[src/hdl/utf8rev_pkg.sv]
// Shared constants, types and helpers for the UTF-8 aware string reverser.
// No dependencies; imported by utf8rev_fill, utf8rev_drain and the top level.
package utf8rev_pkg;

   localparam int unsigned BYTE_W = 8;

   localparam logic [BYTE_W-1:0] ASCII_LIMIT = 8'h80;
   localparam logic [BYTE_W-1:0] MASK_LEAD2  = 8'hE0;
   localparam logic [BYTE_W-1:0] CODE_LEAD2  = 8'hC0;
   localparam logic [BYTE_W-1:0] MASK_LEAD3  = 8'hF0;
   localparam logic [BYTE_W-1:0] CODE_LEAD3  = 8'hE0;
   localparam logic [BYTE_W-1:0] MASK_LEAD4  = 8'hF8;
   localparam logic [BYTE_W-1:0] CODE_LEAD4  = 8'hF0;

   // Handoff from the fill side to the drain side when a string is complete.
   typedef struct packed {
      logic go;
      logic overflow;
   } launch_type;

   // Continuation bytes that follow a lead byte; invalid leads count as single bytes.
   function automatic logic [1:0] lead_extra(input logic [BYTE_W-1:0] b);
      logic [1:0] n;
      n = 2'd0;
      if (b < ASCII_LIMIT) begin
         n = 2'd0;
      end else if ((b & MASK_LEAD2) == CODE_LEAD2) begin
         n = 2'd1;
      end else if ((b & MASK_LEAD3) == CODE_LEAD3) begin
         n = 2'd2;
      end else if ((b & MASK_LEAD4) == CODE_LEAD4) begin
         n = 2'd3;
      end
      return n;
   endfunction

endpackage

[src/hdl/utf8rev_ram.sv]
// Simple dual-port string buffer: one write port, one read port with registered data.
// No dependencies.
module utf8rev_ram #(
   parameter int unsigned DEPTH = 64,
   parameter int unsigned AW    = 6,
   parameter int unsigned DW    = 14
) (
   input  logic          clock,
   input  logic          wr_en,
   input  logic [AW-1:0] wr_addr,
   input  logic [DW-1:0] wr_data,
   input  logic [AW-1:0] rd_addr,
   output logic [DW-1:0] rd_data
);

   logic [DW-1:0] store_ff [DEPTH];
   logic [DW-1:0] rd_data_ff;

   always_ff @(posedge clock) begin
      if (wr_en) begin
         store_ff[wr_addr] <= wr_data;
      end
      rd_data_ff <= store_ff[rd_addr];
   end

   assign rd_data = rd_data_ff;

endmodule

[src/hdl/utf8rev_fill.sv]
// Write side: accepts input bytes, tracks codepoint boundaries and fills the buffer.
// Depends on utf8rev_pkg.
module utf8rev_fill #(
   parameter int unsigned MAX_LEN = 64,
   parameter int unsigned AW      = 6,
   parameter int unsigned CW      = 7
) (
   input  logic                       clock,
   input  logic                       reset,
   input  logic                       req_tvalid,
   output logic                       req_tready,
   input  logic [7:0]                 req_tdata,
   input  logic                       req_tlast,
   output logic                       wr_en,
   output logic [AW-1:0]              wr_addr,
   output logic [7:0]                 wr_byte,
   output logic [AW-1:0]              wr_start,
   output utf8rev_pkg::launch_type    launch,
   output logic [CW-1:0]              launch_count,
   input  logic                       drain_done
);
   import utf8rev_pkg::*;

   logic [CW-1:0] fill_ff, fill_in;
   logic [1:0]    pend_ff, pend_in;
   logic [AW-1:0] cur_start_ff, cur_start_in;
   logic          ovf_ff, ovf_in;
   logic          busy_ff, busy_in;
   logic          accept, room;
   logic [AW-1:0] start_idx;

   assign req_tready = !busy_ff;
   assign accept     = req_tvalid && !busy_ff;
   assign room       = fill_ff < CW'(MAX_LEN);
   assign start_idx  = (pend_ff == 2'd0) ? fill_ff[AW-1:0] : cur_start_ff;

   assign wr_en    = accept && room;
   assign wr_addr  = fill_ff[AW-1:0];
   assign wr_byte  = req_tdata;
   assign wr_start = start_idx;

   assign launch.go       = accept && req_tlast;
   assign launch.overflow = ovf_ff || !room;
   assign launch_count    = room ? fill_ff + 1'b1 : fill_ff;

   always_comb begin
      fill_in      = fill_ff;
      pend_in      = pend_ff;
      cur_start_in = cur_start_ff;
      ovf_in       = ovf_ff;
      busy_in      = busy_ff;
      if (drain_done) begin
         busy_in = 1'b0;
      end
      if (accept) begin
         if (room) begin
            fill_in      = fill_ff + 1'b1;
            cur_start_in = start_idx;
            pend_in      = (pend_ff == 2'd0) ? lead_extra(req_tdata) : pend_ff - 2'd1;
         end else begin
            ovf_in = 1'b1;
         end
         if (req_tlast) begin
            // The string is handed to the drain side; counters restart for the next one.
            fill_in = '0;
            pend_in = 2'd0;
            ovf_in  = 1'b0;
            busy_in = 1'b1;
         end
      end
   end

   always_ff @(posedge clock) begin
      if (reset) begin
         fill_ff <= '0;
         pend_ff <= 2'd0;
         ovf_ff  <= 1'b0;
         busy_ff <= 1'b0;
      end else begin
         fill_ff <= fill_in;
         pend_ff <= pend_in;
         ovf_ff  <= ovf_in;
         busy_ff <= busy_in;
      end
      cur_start_ff <= cur_start_in;
   end

endmodule

[src/hdl/utf8rev_drain.sv]
// Read side: walks the buffer in reversed unit order and feeds the output register.
// Depends on utf8rev_pkg.
module utf8rev_drain #(
   parameter int unsigned AW = 6,
   parameter int unsigned CW = 7
) (
   input  logic                       clock,
   input  logic                       reset,
   input  logic                       mode,
   input  utf8rev_pkg::launch_type    launch,
   input  logic [CW-1:0]              launch_count,
   output logic                       drain_done,
   output logic [AW-1:0]              rd_addr,
   input  logic [7:0]                 rd_byte,
   input  logic [AW-1:0]              rd_start,
   output logic                       rsp_tvalid,
   input  logic                       rsp_tready,
   output logic [7:0]                 rsp_tdata,
   output logic                       rsp_tlast,
   output logic                       rsp_tuser
);
   import utf8rev_pkg::*;

   localparam logic [2:0] ST_IDLE  = 3'd0;
   localparam logic [2:0] ST_SEEK  = 3'd1;
   localparam logic [2:0] ST_START = 3'd2;
   localparam logic [2:0] ST_READ  = 3'd3;
   localparam logic [2:0] ST_SHOW  = 3'd4;

   logic [2:0]    state_ff, state_in;
   logic [CW-1:0] cnt_ff, cnt_in;
   logic [CW-1:0] end_ff, end_in;
   logic [AW-1:0] pos_ff, pos_in;
   logic [AW-1:0] unit_ff, unit_in;
   logic          mode_ff, mode_in;
   logic          ovf_ff, ovf_in;
   logic          out_valid_ff, out_valid_in;
   logic [7:0]    out_byte_ff;
   logic          out_last_ff;
   logic          out_ovf_ff;
   logic          out_free, load;
   logic [CW-1:0] end_m1, count_m1, pos_next;

   assign out_free = !out_valid_ff || rsp_tready;
   assign load     = (state_ff == ST_SHOW) && out_free;
   assign end_m1   = end_ff - 1'b1;
   assign count_m1 = launch_count - 1'b1;
   assign pos_next = CW'(pos_ff) + 1'b1;

   assign drain_done = load && (cnt_ff == CW'(1));
   assign rd_addr    = (state_ff == ST_SEEK) ? end_m1[AW-1:0] : pos_ff;

   always_comb begin
      state_in = state_ff;
      cnt_in   = cnt_ff;
      end_in   = end_ff;
      pos_in   = pos_ff;
      unit_in  = unit_ff;
      mode_in  = mode_ff;
      ovf_in   = ovf_ff;
      unique case (state_ff)
         ST_IDLE: begin
            if (launch.go) begin
               cnt_in  = launch_count;
               end_in  = launch_count;
               mode_in = mode;
               ovf_in  = launch.overflow;
               pos_in  = count_m1[AW-1:0];
               state_in = mode ? ST_SEEK : ST_READ;
            end
         end
         ST_SEEK: begin
            state_in = ST_START;
         end
         ST_START: begin
            // The entry just before the unit's end names where its codepoint begins.
            unit_in  = rd_start;
            pos_in   = rd_start;
            state_in = ST_READ;
         end
         ST_READ: begin
            state_in = ST_SHOW;
         end
         ST_SHOW: begin
            if (out_free) begin
               cnt_in = cnt_ff - 1'b1;
               if (cnt_ff == CW'(1)) begin
                  state_in = ST_IDLE;
               end else if (pos_next != end_ff) begin
                  pos_in   = pos_ff + 1'b1;
                  state_in = ST_READ;
               end else if (mode_ff) begin
                  end_in   = CW'(unit_ff);
                  state_in = ST_SEEK;
               end else begin
                  end_in   = CW'(pos_ff);
                  pos_in   = pos_ff - 1'b1;
                  state_in = ST_READ;
               end
            end
         end
         default: begin
            state_in = ST_IDLE;
         end
      endcase
   end

   always_comb begin
      out_valid_in = out_valid_ff;
      if (load) begin
         out_valid_in = 1'b1;
      end else if (rsp_tready) begin
         out_valid_in = 1'b0;
      end
   end

   always_ff @(posedge clock) begin
      if (reset) begin
         state_ff     <= ST_IDLE;
         out_valid_ff <= 1'b0;
      end else begin
         state_ff     <= state_in;
         out_valid_ff <= out_valid_in;
      end
      cnt_ff  <= cnt_in;
      end_ff  <= end_in;
      pos_ff  <= pos_in;
      unit_ff <= unit_in;
      mode_ff <= mode_in;
      ovf_ff  <= ovf_in;
      if (load) begin
         out_byte_ff <= rd_byte;
         out_last_ff <= (cnt_ff == CW'(1));
         out_ovf_ff  <= ovf_ff;
      end
   end

   assign rsp_tvalid = out_valid_ff;
   assign rsp_tdata  = out_byte_ff;
   assign rsp_tlast  = out_last_ff;
   assign rsp_tuser  = out_ovf_ff;

endmodule

[src/hdl/utf8_aware_string_reverse_unit.sv]
// Top level of the UTF-8 aware string reverser: mode register and submodule wiring.
// Depends on utf8rev_pkg, utf8rev_ram, utf8rev_fill and utf8rev_drain.
//
// String bytes are stored one per cycle from req_, while req_tready is high, in a
// MAX_LEN-entry buffer; req_tlast closes the string and the block then plays the
// string back reversed on rsp_, with rsp_tlast on its final byte. With the mode
// register at 1 the order of UTF-8 codepoints is reversed and each codepoint keeps
// its byte order; at 0 the bytes are mirrored. Bytes past MAX_LEN are dropped and
// rsp_tuser is set on every byte of that string. The mode is sampled when the last
// byte arrives. Playback runs through the single registered read port of the
// buffer: each byte takes a read and a show step, and in codepoint mode each
// codepoint first takes a seek and a start step to look up where it begins; an
// output stall holds playback. req_tready is low from the last byte of a string
// until its final result is in the output register. No clearing pass is needed.
module utf8_aware_string_reverse_unit #(
   parameter int unsigned MAX_LEN = 64
) (
   input  logic       clock,
   input  logic       reset,
   input  logic       req_tvalid,
   output logic       req_tready,
   input  logic [7:0] req_tdata,   // [7:0] data_byte
   input  logic       req_tlast,   // last_byte
   output logic       rsp_tvalid,
   input  logic       rsp_tready,
   output logic [7:0] rsp_tdata,   // [7:0] out_byte
   output logic       rsp_tlast,   // out_last
   output logic       rsp_tuser,   // [0] overflowed
   input  logic       csr_valid,
   output logic       csr_ready,
   input  logic       csr_data     // codepoint_mode
);
   import utf8rev_pkg::*;

   localparam int unsigned AW = (MAX_LEN > 1) ? $clog2(MAX_LEN) : 1;
   localparam int unsigned CW = $clog2(MAX_LEN + 1);
   localparam int unsigned DW = BYTE_W + AW;

   logic          mode_ff, mode_in;
   logic          wr_en;
   logic [AW-1:0] wr_addr, wr_start, rd_addr, rd_start;
   logic [7:0]    wr_byte, rd_byte;
   logic [DW-1:0] rd_data;
   launch_type    launch;
   logic [CW-1:0] launch_count;
   logic          drain_done;

   assign csr_ready = 1'b1;
   assign mode_in   = csr_valid ? csr_data : mode_ff;

   always_ff @(posedge clock) begin
      if (reset) begin
         mode_ff <= 1'b0;
      end else begin
         mode_ff <= mode_in;
      end
   end

   utf8rev_fill #(.MAX_LEN(MAX_LEN), .AW(AW), .CW(CW)) u_fill (
      .clock        (clock),
      .reset        (reset),
      .req_tvalid   (req_tvalid),
      .req_tready   (req_tready),
      .req_tdata    (req_tdata),
      .req_tlast    (req_tlast),
      .wr_en        (wr_en),
      .wr_addr      (wr_addr),
      .wr_byte      (wr_byte),
      .wr_start     (wr_start),
      .launch       (launch),
      .launch_count (launch_count),
      .drain_done   (drain_done)
   );

   utf8rev_ram #(.DEPTH(MAX_LEN), .AW(AW), .DW(DW)) u_ram (
      .clock   (clock),
      .wr_en   (wr_en),
      .wr_addr (wr_addr),
      .wr_data ({wr_start, wr_byte}),
      .rd_addr (rd_addr),
      .rd_data (rd_data)
   );

   assign rd_byte  = rd_data[BYTE_W-1:0];
   assign rd_start = rd_data[DW-1:BYTE_W];

   utf8rev_drain #(.AW(AW), .CW(CW)) u_drain (
      .clock        (clock),
      .reset        (reset),
      .mode         (mode_ff),
      .launch       (launch),
      .launch_count (launch_count),
      .drain_done   (drain_done),
      .rd_addr      (rd_addr),
      .rd_byte      (rd_byte),
      .rd_start     (rd_start),
      .rsp_tvalid   (rsp_tvalid),
      .rsp_tready   (rsp_tready),
      .rsp_tdata    (rsp_tdata),
      .rsp_tlast    (rsp_tlast),
      .rsp_tuser    (rsp_tuser)
   );

endmodule

[config.mk]
export PLATFORM = sky130hd
export DESIGN_NAME = utf8_aware_string_reverse_unit
export DESIGN_NICKNAME = d
export VERILOG_FILES = /design/src/hdl/utf8rev_pkg.sv /design/src/hdl/utf8rev_ram.sv /design/src/hdl/utf8rev_fill.sv /design/src/hdl/utf8rev_drain.sv /design/src/hdl/utf8_aware_string_reverse_unit.sv
export SDC_FILE = /design/constraint.sdc
export NUM_CORES = 1
export LEC_CHECK = 0
export BUFFER_PORTS_ARGS = -buffer_cell sky130_fd_sc_hd__clkbuf_2
export CORE_UTILIZATION = 50
export CTS_BUF_LIST = sky130_fd_sc_hd__clkbuf_16
export DETAILED_ROUTE_END_ITERATION = 10
export PLACE_DENSITY_LB_ADDON = 0.15
export REMOVE_ABC_BUFFERS = 1
export SETUP_SLACK_MARGIN = 0.4
export SLEW_MARGIN = 5
export SYNTH_ARGS = -nofsm -noshare
export SYNTH_HDL_FRONTEND = slang
export SYNTH_SLANG_ARGS = --single-unit
[constraint.sdc]
create_clock -name clock -period 9.5 [get_ports clock]
set_clock_uncertainty 0.2 [all_clocks]
set_input_delay 0.95 -clock clock [delete_from_list [all_inputs] [get_ports clock]]
set_output_delay 0.95 -clock clock [all_outputs]
set_load 0.01 [all_outputs]
# Word-level counts from Yosys, hierarchy flattened
# Memories as Yosys holds them, arrays and structs flattened. A register that Yosys moved wholly into a read port is not among the register bits.
# Index checks and enable logic that the tools add are counted.
[totals] memories=1 reg_bits=60 wordCells=108 ramBits=896 output_inout_bits=13
[memory_table] memory="u_ram.store_ff" words=64 width=14 rd=1 rd_clocked_by_memory_dff=1 write_ports=1 line="utf8rev_ram.sv:16" source="logic [DW-1:0] store_ff [DEPTH];"
[classes] n_eq_ne=15 reduce_logical=24 addsub=8 n_mux=41 magnitude_cmp=2
[op_table] op="$mux W7" n=7
[op_table] op="$mux W6" n=8
[op_table] op="$pmux W7 S2" n=2
[op_table] op="$mux W2" n=9
[op_table] op="$pmux W6 S3" n=1
[op_table] op="$sub A6 B1 Y6 const B" n=3
[op_table] op="$pmux W3 S5" n=1
[op_table] op="$mux W3" n=4
[op_table] op="$reduce_and A2 Y1" n=5
[op_table] op="$reduce_and A5 Y1" n=2
[op_table] op="$mux W1" n=9
[op_table] op="$lt A8 B8 Y1 const B" n=1
[op_table] op="$ne A2 B2 Y1 const B" n=4
[op_table] op="$add A6 B1 Y7 const B" n=1
[op_table] op="$add A7 B1 Y7 const B" n=1
[op_table] op="$eq A7 B1 Y1 const B" n=1
[op_table] op="$lt A7 B7 Y1 const B" n=1
[op_table] op="$ne A7 B7 Y1" n=1
[op_table] op="$sub A7 B1 Y7 const B" n=1
[op_table] op="$add A6 B1 Y6 const B" n=1
[op_table] op="$eq A3 B2 Y1 const B" n=2
[op_table] op="$eq A3 B3 Y1 const B" n=2
[op_table] op="$reduce_bool A2 Y1" n=3
[op_table] op="$eq A5 B5 Y1 const B" n=1
[op_table] op="other kinds (12)" n=19

# Depth between registers and ports, before layout
# Gate-level depths: netlist of the first run.
[logic_depth] word_depth=8 depth_mapped=14 depth_no_buf=14

# By module
# From an unflattened synthesis of the first run, not the netlist that was laid out.
[hier_totals] cells_unflattened=1894 hier_area_um2=38261.7
[by_module_without_submodules] module="utf8rev_ram" area_each_um2=34878.5 n_inst=1 cells_each=1571 seq_area_each_um2=27186.1
[by_module_without_submodules] module="utf8rev_drain" area_each_um2=2371.0 n_inst=1 cells_each=218 seq_area_each_um2=1221.2
[by_module_without_submodules] module="utf8rev_fill" area_each_um2=967.2 n_inst=1 cells_each=100 seq_area_each_um2=400.4
[by_module_without_submodules] module="utf8_aware_string_reverse_unit" area_each_um2=45.0 n_inst=1 cells_each=5 seq_area_each_um2=20.0

# Worst setup path before layout of the first run
# Ideal clock, no wire load.
[synth_path] kind="flip-flop to flip-flop" from="register u_drain.pos_ff[0]" to="register u_drain.pos_ff[5], data pin" t_arrival_ns=2.857 setup_ns=0.275 stages_incl_launch_ff=14 setup_slack_ns=6.169 path_cell_list="edfxtp_1 ha_1 xnor2_1 xnor2_1 nor4_1 o211a_1 ha_1 a21o_1 a21oi_1 o21bai_1 a21oi_1 xnor2_1 xnor2_1 o221ai_1"
[synth_via] elab_chain_cells=6 word_cells_on_any_way=9
[synth_rtl] element="start: declaration" line="utf8rev_drain.sv:33" source="logic [AW-1:0] pos_ff, pos_in;"
[synth_rtl] element="start signal: assignment" line="utf8rev_drain.sv:127" source="pos_ff <= pos_in;"
[synth_rtl] element="$add A6 B1 Y7 or $sub A6 B1 Y6 (tied branches)" line="utf8rev_drain.sv:48, utf8rev_drain.sv:97"
[synth_rtl] element="$ne A7 B7 Y1 or $mux W6 (tied branches)" line="utf8rev_drain.sv:89, utf8rev_drain.sv:92"
[synth_rtl] element="$mux W6 *" line="utf8rev_drain.sv:89" source="end else if (pos_next != end_ff) begin"
[synth_rtl] element="$mux W6 *" line="utf8rev_drain.sv:87" source="if (cnt_ff == CW'(1)) begin"
[synth_rtl] element="$mux W6 *" line="utf8rev_drain.sv:85" source="if (out_free) begin"
[synth_rtl] element="$pmux W6 S3 *" line="utf8rev_drain.sv:61" source="unique case (state_ff)"
[synth_rtl] element="named net u_drain.pos_in[5]" line="utf8rev_drain.sv:33"
# The timed path passes the listed nets; every way through them passes the cells marked *. The select of a mux whose other input is x is not followed.
# A chain may end at the register's enable or synchronous reset.

# Final worst setup path of the first run
[layout_path] from="register u_drain.end_ff[0]" to="register u_ram.rd_data_ff[8] (netlist: u_ram.rd_data[8]), read port of u_ram.store_ff"
[layout_via] elab_chain_cells=2
[layout_rtl] element="start: declaration" line="utf8rev_drain.sv:32" source="logic [CW-1:0] end_ff, end_in;"
[layout_rtl] element="start signal: assignment" line="utf8rev_drain.sv:126" source="end_ff <= end_in;"
[layout_rtl] element="$sub A6 B1 Y6" line="utf8rev_drain.sv:46" source="assign end_m1 = end_ff - 1'b1;"
[layout_rtl] element="$mux W6" line="utf8rev_drain.sv:51" source="assign rd_addr = (state_ff == ST_SEEK) ? end_m1[AW-1:0] : pos_ff;"
[layout_rtl] element="end: declaration" line="utf8rev_ram.sv:17" source="logic [DW-1:0] rd_data_ff;"
# Every way passes these cells.

==> results of run 1 <==
stage by stage:
stage                     instance area (um2)  std cells  setup WS [ps]    util  hold slack [ps]
after floorplan                         36880       1691          -4308       -            185.5
after global placement                  38750       2725           4543  0.5276            210.7
after detailed placement                38750       2725           4549  0.5276            230.4
after CTS                               41710       2899           4508  0.5678            243.9
after global routing                    41710       2899           4351  0.5678            252.1
final                                   41720       2904           4509  0.5680            242.0
sequential cells by signal, summed over array words and instances, names as in the netlist, 2 cells and up:
register,flops
u_drain.end_ff,7
u_drain.pos_ff,6
u_fill.pend_ff,2
u_drain.unit_ff,6
u_ram.rd_data,14
u_ram.store_ff,896
u_drain.state_ff,3
u_drain.rsp_tdata,8
u_fill.fill_ff,7
u_fill.cur_start_ff,6
u_drain.cnt_ff,7
cells in the final DEF (no fill, tap or decap), drive strengths merged, types with 2 or more instances in the layout:
cell | synthesis | layout
nor4 | 4 | 4
nor3b | 5 | 5
nor2b | 6 | 6
clkinv | 0 | 41
clkbuf | 32 | 122
nand2b | 2 | 2
nand3b | 5 | 5
xor2 | 10 | 10
ha | 10 | 10
o22ai | 113 | 113
or4 | 29 | 29
or3b | 3 | 3
and2 | 3 | 3
or2 | 2 | 2
mux2 | 7 | 7
o31ai | 4 | 4
nor2 | 113 | 113
xnor2 | 20 | 20
nand3 | 16 | 16
o21ai | 25 | 25
a22oi | 7 | 7
buf | 55 | 49
a31oi | 4 | 4
nor3 | 9 | 9
nand2 | 23 | 23
o22a | 2 | 2
dfxtp | 30 | 30
diode | 0 | 5
mux2i | 8 | 8
bufinv | 0 | 7
a21oi | 29 | 29
or3 | 3 | 3
edfxtp | 940 | 940
inv | 14 | 44
o221ai | 3 | 3
a211oi | 3 | 3
mux4 | 224 | 224
worst max-delay path: stages, from the launching register on:
cell and delay, ps:
edfxtp_1 460, or4_4 620, a31oi_4 650, buf_4 910, buf_12 540, mux4_2 340
o22ai_1 140, or4_1 720, nor2_1 170
power groups by stage:
stage                     Combinational [mW]  Clock (mW)  Sequential, mW
after global placement                  1.09           0            4.94
after CTS                               1.10        3.64            4.85
after global routing                    1.16        3.79            4.85
final                                   1.09        3.58            4.85
after floorplan                        0.935           0            4.86
after detailed placement                1.10           0            4.94
per-layer routing:
metal / GRT usage / up-vias / wire length (um)
met4: 0.08956 / 4 / 2948
met2: 0.3639 / 707 / 41780
li1: - / 7663 / -
met3: 0.05246 / 158 / 7094
met5: 0 / - / 38
met1: 0.3415 / 9779 / 36830
layout make-up:
class | instances | share of cell area
inverters | 14 | 0.001260
flip-flops and latches | 970 | 0.6909
multi-input cells | 707 | 0.1953
clock buffers | 96 | 0.05758
repair buffers | 75 | 0.01254
diodes | 5 | 0.0002999
well taps | 959 | 0.02876
clock inverters | 78 | 0.01331
worst max-delay path by stage:
stage                             to  cells past startpoint  slack [ps]
floorplan           u_ram.rd_data[0]                      5       -4310
global placement    u_ram.rd_data[0]                      8        4540
detailed placement  u_ram.rd_data[0]                      8        4550
CTS                 u_ram.rd_data[0]                      8        4510
global route        u_ram.rd_data[0]                      8        4350
finish              u_ram.rd_data[8]                      8        4510
logic make-up after synthesis:
kind of cell,Yosys count
AO/OA/AOI/OAI,200
XOR/XNOR,30
adder cells (fa/ha/maj),11
buffers and inverters,101
flip-flops,970
multiplexers,239
other,1
AND/OR/NAND/NOR,226
==> run_results.csv, run 1 <==
group,metric,value,unit
power,p_per_area,228.3,nW/um2
timing,max_freq,0.2003,GHz
status,status,"finished clean",
yosys,synth_seq_area_share,0.7704,
place,gp_congestion,0.8083,
power,switching_share,0.2400,
job,cap_violations,0,
hold_path,hp-start,"u_drain.ovf_ff",
yosys,synth_top_family_by_area,"multiplexers",
setup_path,worstSetupStartpoint,"u_drain.end_ff[0]",
power,p_clk_frac,0.376,
floorplan,start_util,0.5094,
floorplan,ios,28,
yosys,synthFlopType,"edfxtp_1",
floorplan,die_w,275.6,um
timing,rsz0062_at_grt,"false",
yosys,synth-edff-count,940,
route,drt_iter0_drc,2000,
clock_tree,clock-root-buffer,"clkbuf_16",
power,vdd_ir_drop_max,163.8,uV
yosys,synthXorXnorAreaFrac,0.007022,
setup_path,reg2reg_depth,8,
clock_tree,postCtsResizedCells,0,
clock_tree,htree_levels,3,
setup_path,path_class,"flip-flop to flip-flop",
setup_path,crit_arrival,5370,ps
global_route,antenna_found_initial,5,
route,wirelength,88700,um
yosys,yosysTopAreaCellShare,0.7543,
timing,setup_tns,0,ps
yosys,synthAdderAreaFrac,0.003879,
yosys,yosys.area.top_type,"edfxtp_1",
power,p_sw,2.286,mW
setup_path,critPathRequiredTime,9880,ps
yosys,synth_most_common_cell,"edfxtp_1",
clock_tree,clock_path_buffers,3,
floorplan,row_count,99,
hold_path,whs_path_depth,0,
yosys,synthCells,1778,
clock_tree,hold_buffers,0,
power,pwr-share-comb,0.115,
floorplan,dieArea,75940,um2
yosys,yosys.cell_types.count,65,
cells_and_area,multi_input_area,8149,um2
setup_path,reg2reg_slack,4510,ps
yosys,yosys.area_share.simple,0.02999,
power,p_int,7.239,mW
timing,tightest_slew,1345,ps
yosys,synth.area.top_cells,"edfxtp_1 (75%), mux4_2 (13%), o22ai_1 (1.9%)",
timing,hold_violations,0,
yosys,async_flop_share,0,
timing,relSlewSlack,0.1031,
route,routed_via_density,6.305,
clock_tree,cts_tree,"done",
yosys,ys_ff_latch,970,
hold_path,min_path_type,"flip-flop to flip-flop",
place,dpl.hpwl,53360,um
setup_path,r2r-start,"u_drain.end_ff[0]",
setup_path,critPathCaptureType,"flip-flop",
clock_tree,postCtsSetupBuffers,0,
setup_path,setup.worst_path.start_class,"flip-flop",
route,wl_per_cell,30.54,um
setup_path,worstPathMaxFanout,103,
hold_path,min_to,"u_drain.rsp_tuser",
cells_and_area,regArea,28830,um2
route,firstDrtPassIters,5,
cells_and_area,syn2layout_area_growth,11.50,%
yosys,synth.avg_cell_area,21.05,um2
cells_and_area,fin_nets,1890,
timing,finalMaxSlewViolations,0,
global_route,grt_max_degree,104,
clock_tree,numCtsBuffers,96,
cells_and_area,fillCellCount,5442,
cells_and_area,drive_gt1_frac,0.2552,
power,pwr-share-seq,0.509,
power,p_leak,12.70,nW
global_route,grt_pass1_wl,127500,um
yosys,ys.warnings.count,0,
global_route,gr-usage-all-layers,0.2391,
route,drc,0,
clock_tree,cts.sinks,970,
global_route,grt_pass1_vias,18150,
clock_tree,clkTransAtPathRegs,60,ps
route,drtAntennaViolNets,0,
yosys,synth_mux_area_frac,0.1391,
place,portBuffers,26,
power,totalPowerFinal,9.525,mW
timing,post-route-period-util,0.5254,
setup_path,r2r_end,"u_ram.rd_data[8]",
floorplan,die_y,275.6,um
route,vias,18310,
timing,setup-violations-final,0,
yosys,yosys-top-cells-count,"edfxtp_1 (940), mux4_2 (224), nor2_1 (113), o22ai_1 (113)",
floorplan,core_area,73450,um2
global_route,grt_overflow_total,0,
yosys,synth_compound_area_frac,0.03364,
clock_tree,clk-insertion-delay-late,660,ps
timing,min_period,4991,ps
yosys,netlist_area,37420,um2
Note: power is estimated with default switching activity, not from simulation.
==> run 2, diff against run 1 <==
- clock period: 9.5 -> 4.4 ns (I/O delays scaled with it)
==> run 2 against run 1 <==
Against the previous run:
- sequential cell count did not move
- highest routed layer unchanged
- sequential power rose by 110%
- die area did not move
- non-clock buffer count rose by 76
- critical path type unchanged
==> run_results.csv, run 2 (synthesis results as in run 1) <==
group,metric,value,unit
cells_and_area,largest_register,"u_ram.store_ff",
power,pwr-share-comb,0.116,
cells_and_area,fin_nets,1968,
floorplan,die_y,275.6,um
setup_path,path_common_cell,"nor2_1",
timing,post-route-period-util,0.8716,
setup_path,cp_cell_sequence,"or3b_1 -> nor2_1 -> a21oi_4 -> buf_12 -> buf_4 -> mux4_2 -> o22ai_1 -> or4_1 -> nor2_1",
clock_tree,cts.sinks,970,
global_route,grt_pass1_vias,18630,
clock_tree,postCtsSetupBuffers,0,
floorplan,die_w,275.6,um
timing,hold_violations,0,
setup_path,worstPathMaxFanout,18,
setup_path,critical_path.top_delay_family,"simple AND/OR/NAND/NOR gates",
route,wl_per_cell,29.27,um
clock_tree,cts_tree,"done",
power,vdd_ir_drop_max,355.7,uV
clock_tree,clock_path_buffers,3,
cells_and_area,fin_cells,2987,
cells_and_area,syn2layout_area_growth,14.01,%
power,switching_share,0.2355,
route,drc,0,
place,place_ws,574.8,ps
timing,min_period,3835,ps
status,status,"finished clean",
timing,max_freq,0.2608,GHz
route,routed_via_density,6.104,
setup_path,setup.worst_path.start_class,"flip-flop",
cells_and_area,fillCellCount,5337,
timing,setup-violations-final,0,
route,drt_iter0_drc,1844,
floorplan,start_util,0.5094,
route,highest_layer,"met5",
place,gp_congestion,0.8792,
global_route,grt_pass1_wl,127500,um
setup_path,slowest_stage,"mux4_2",
cells_and_area,mostFrequentLayoutCells,"edfxtp_1 (940), mux4_2 (224), o22ai_1 (113)",
power,p_sw,5.023,mW
floorplan,dieArea,75940,um2
global_route,grt_max_degree,72,
route,met3_wirelength,5416,um
cells_and_area,drive_gt1_frac,0.2673,
setup_path,crit_arrival,4180,ps
global_route,antenna_found_initial,3,
power,p_clk_frac,0.398,
job,cap_violations,0,
global_route,grt_overflow_total,0,
power,pwr-share-seq,0.486,
global_route,gr-usage-all-layers,0.2374,
cells_and_area,final_common_cell,"edfxtp_1",
clock_tree,clock-root-buffer,"clkbuf_16",
clock_tree,htree_levels,3,
floorplan,row_count,99,
route,vias,18230,
hold_path,min_path_type,"input port to flip-flop",
timing,rsz0062_at_grt,"false",
route,wl_met2,42520,um
timing,relSlewSlack,0.1967,
floorplan,core_area,73450,um2
setup_path,critPathRequiredTime,4750,ps
power,p_leak,13.25,nW
timing,tightest_slew,1205,ps
cells_and_area,num_antenna_cells,0,
power,p_int,16.31,mW
timing,finalWorstSetupSlack,565.0,ps
cells_and_area,final_util,0.5808,
clock_tree,clkTransAtPathRegs,60,ps
setup_path,slowest_delay,550,ps
clock_tree,clk-insertion-delay-late,650,ps
timing,finalMaxSlewViolations,0,
place,dp_cells,2794,
clock_tree,numCtsBuffers,98,
floorplan,ios,28,
route,m1WireLength,36030,um
route,firstDrtPassIters,5,
cells_and_area,largest_register_ffs,896,
power,p_per_area,500.0,nW/um2
route,drtAntennaViolNets,0,
setup_path,path_class,"flip-flop to flip-flop",
place,portBuffers,26,
setup_path,critPathBufInv,2,
place,dpl.hpwl,54570,um
setup_path,critPathCaptureType,"flip-flop",
route,wirelength,87440,um
-- run 2: cell types whose count changed in the layout (fill, tap and decap cells not counted), sizes merged --
cell / delta
dlygate4sd3: +7
inv: -13
buf: +69
bufinv: +6
diode: -5
clkinvlp: +6
clkinv: +8
clkbuf: +5
-- run 2: worst register-to-register path, stage by stage, from the launching register on --
cell and delay (ps):
dfxtp_1 540, or3b_1 460, nor2_1 130, a21oi_4 370, buf_12 250, buf_4 390
mux4_2 570, o22ai_1 470, or4_1 280, nor2_1 60
-- run 2: worst paths after layout --
kind	from	end	slack, ps	cells past startpoint
setup / recovery	u_drain.state_ff[2]	u_ram.rd_data[3]	560	9
hold / removal	req_tvalid	u_fill.fill_ff[6]	90	4
hold reg to reg	u_ram.rd_data[1]	u_drain.rsp_tdata[1]	220	0
setup reg to reg	u_drain.state_ff[2]	u_ram.rd_data[3]	560	9
-- run 2: power by group through the flow --
stage                     registers, mW  clock network, mW  logic (mW)
final                              10.4               8.49        2.47
after global routing               10.4               8.97        2.63
after CTS                          10.4               8.61        2.52
after detailed placement           10.6                  0        2.51
after global placement             10.6                  0        2.49
after floorplan                    10.5                  0        2.02
-- run 2: layout make-up --
type,instances,area [um2],area share
clock buffer,101,2527,0.05924
inverter,14,52.55,0.001232
multi-input combinational,707,8016,0.1879
timing repair buffer,151,1244,0.02915
sequential,970,28830,0.6757
clock inverter,85,795.8,0.01865
tap,959,1200,0.02812
-- run 2: metrics by stage --
stage	cell area, um2	power (mW)	hold slack (ps)	TNS, ps
after floorplan	36880	12.52	185.5	-131700
after global placement	39250	13.05	203.5	0
after detailed placement	39270	13.07	203.6	0
after CTS	42660	21.50	61.32	0
after global routing	42660	21.98	123.8	0
final	42660	21.33	89.06	0
-- run 2: routing by layer --
| layer | vias up | global-route usage |
|---|---|---|
| li1 | 7817 | - |
| met1 | 9600 | 0.3295 |
| met2 | 652 | 0.3796 |
| met3 | 159 | 0.03880 |
| met4 | 4 | 0.09363 |
| met5 | - | 0 |
-- run 2: repair_timing --
action                                  CTS  global route
hold endpoints to repair                 13             0
hold buffers                              7             0
gates resized for setup                   0             1
endpoints found under the setup margin    0             1
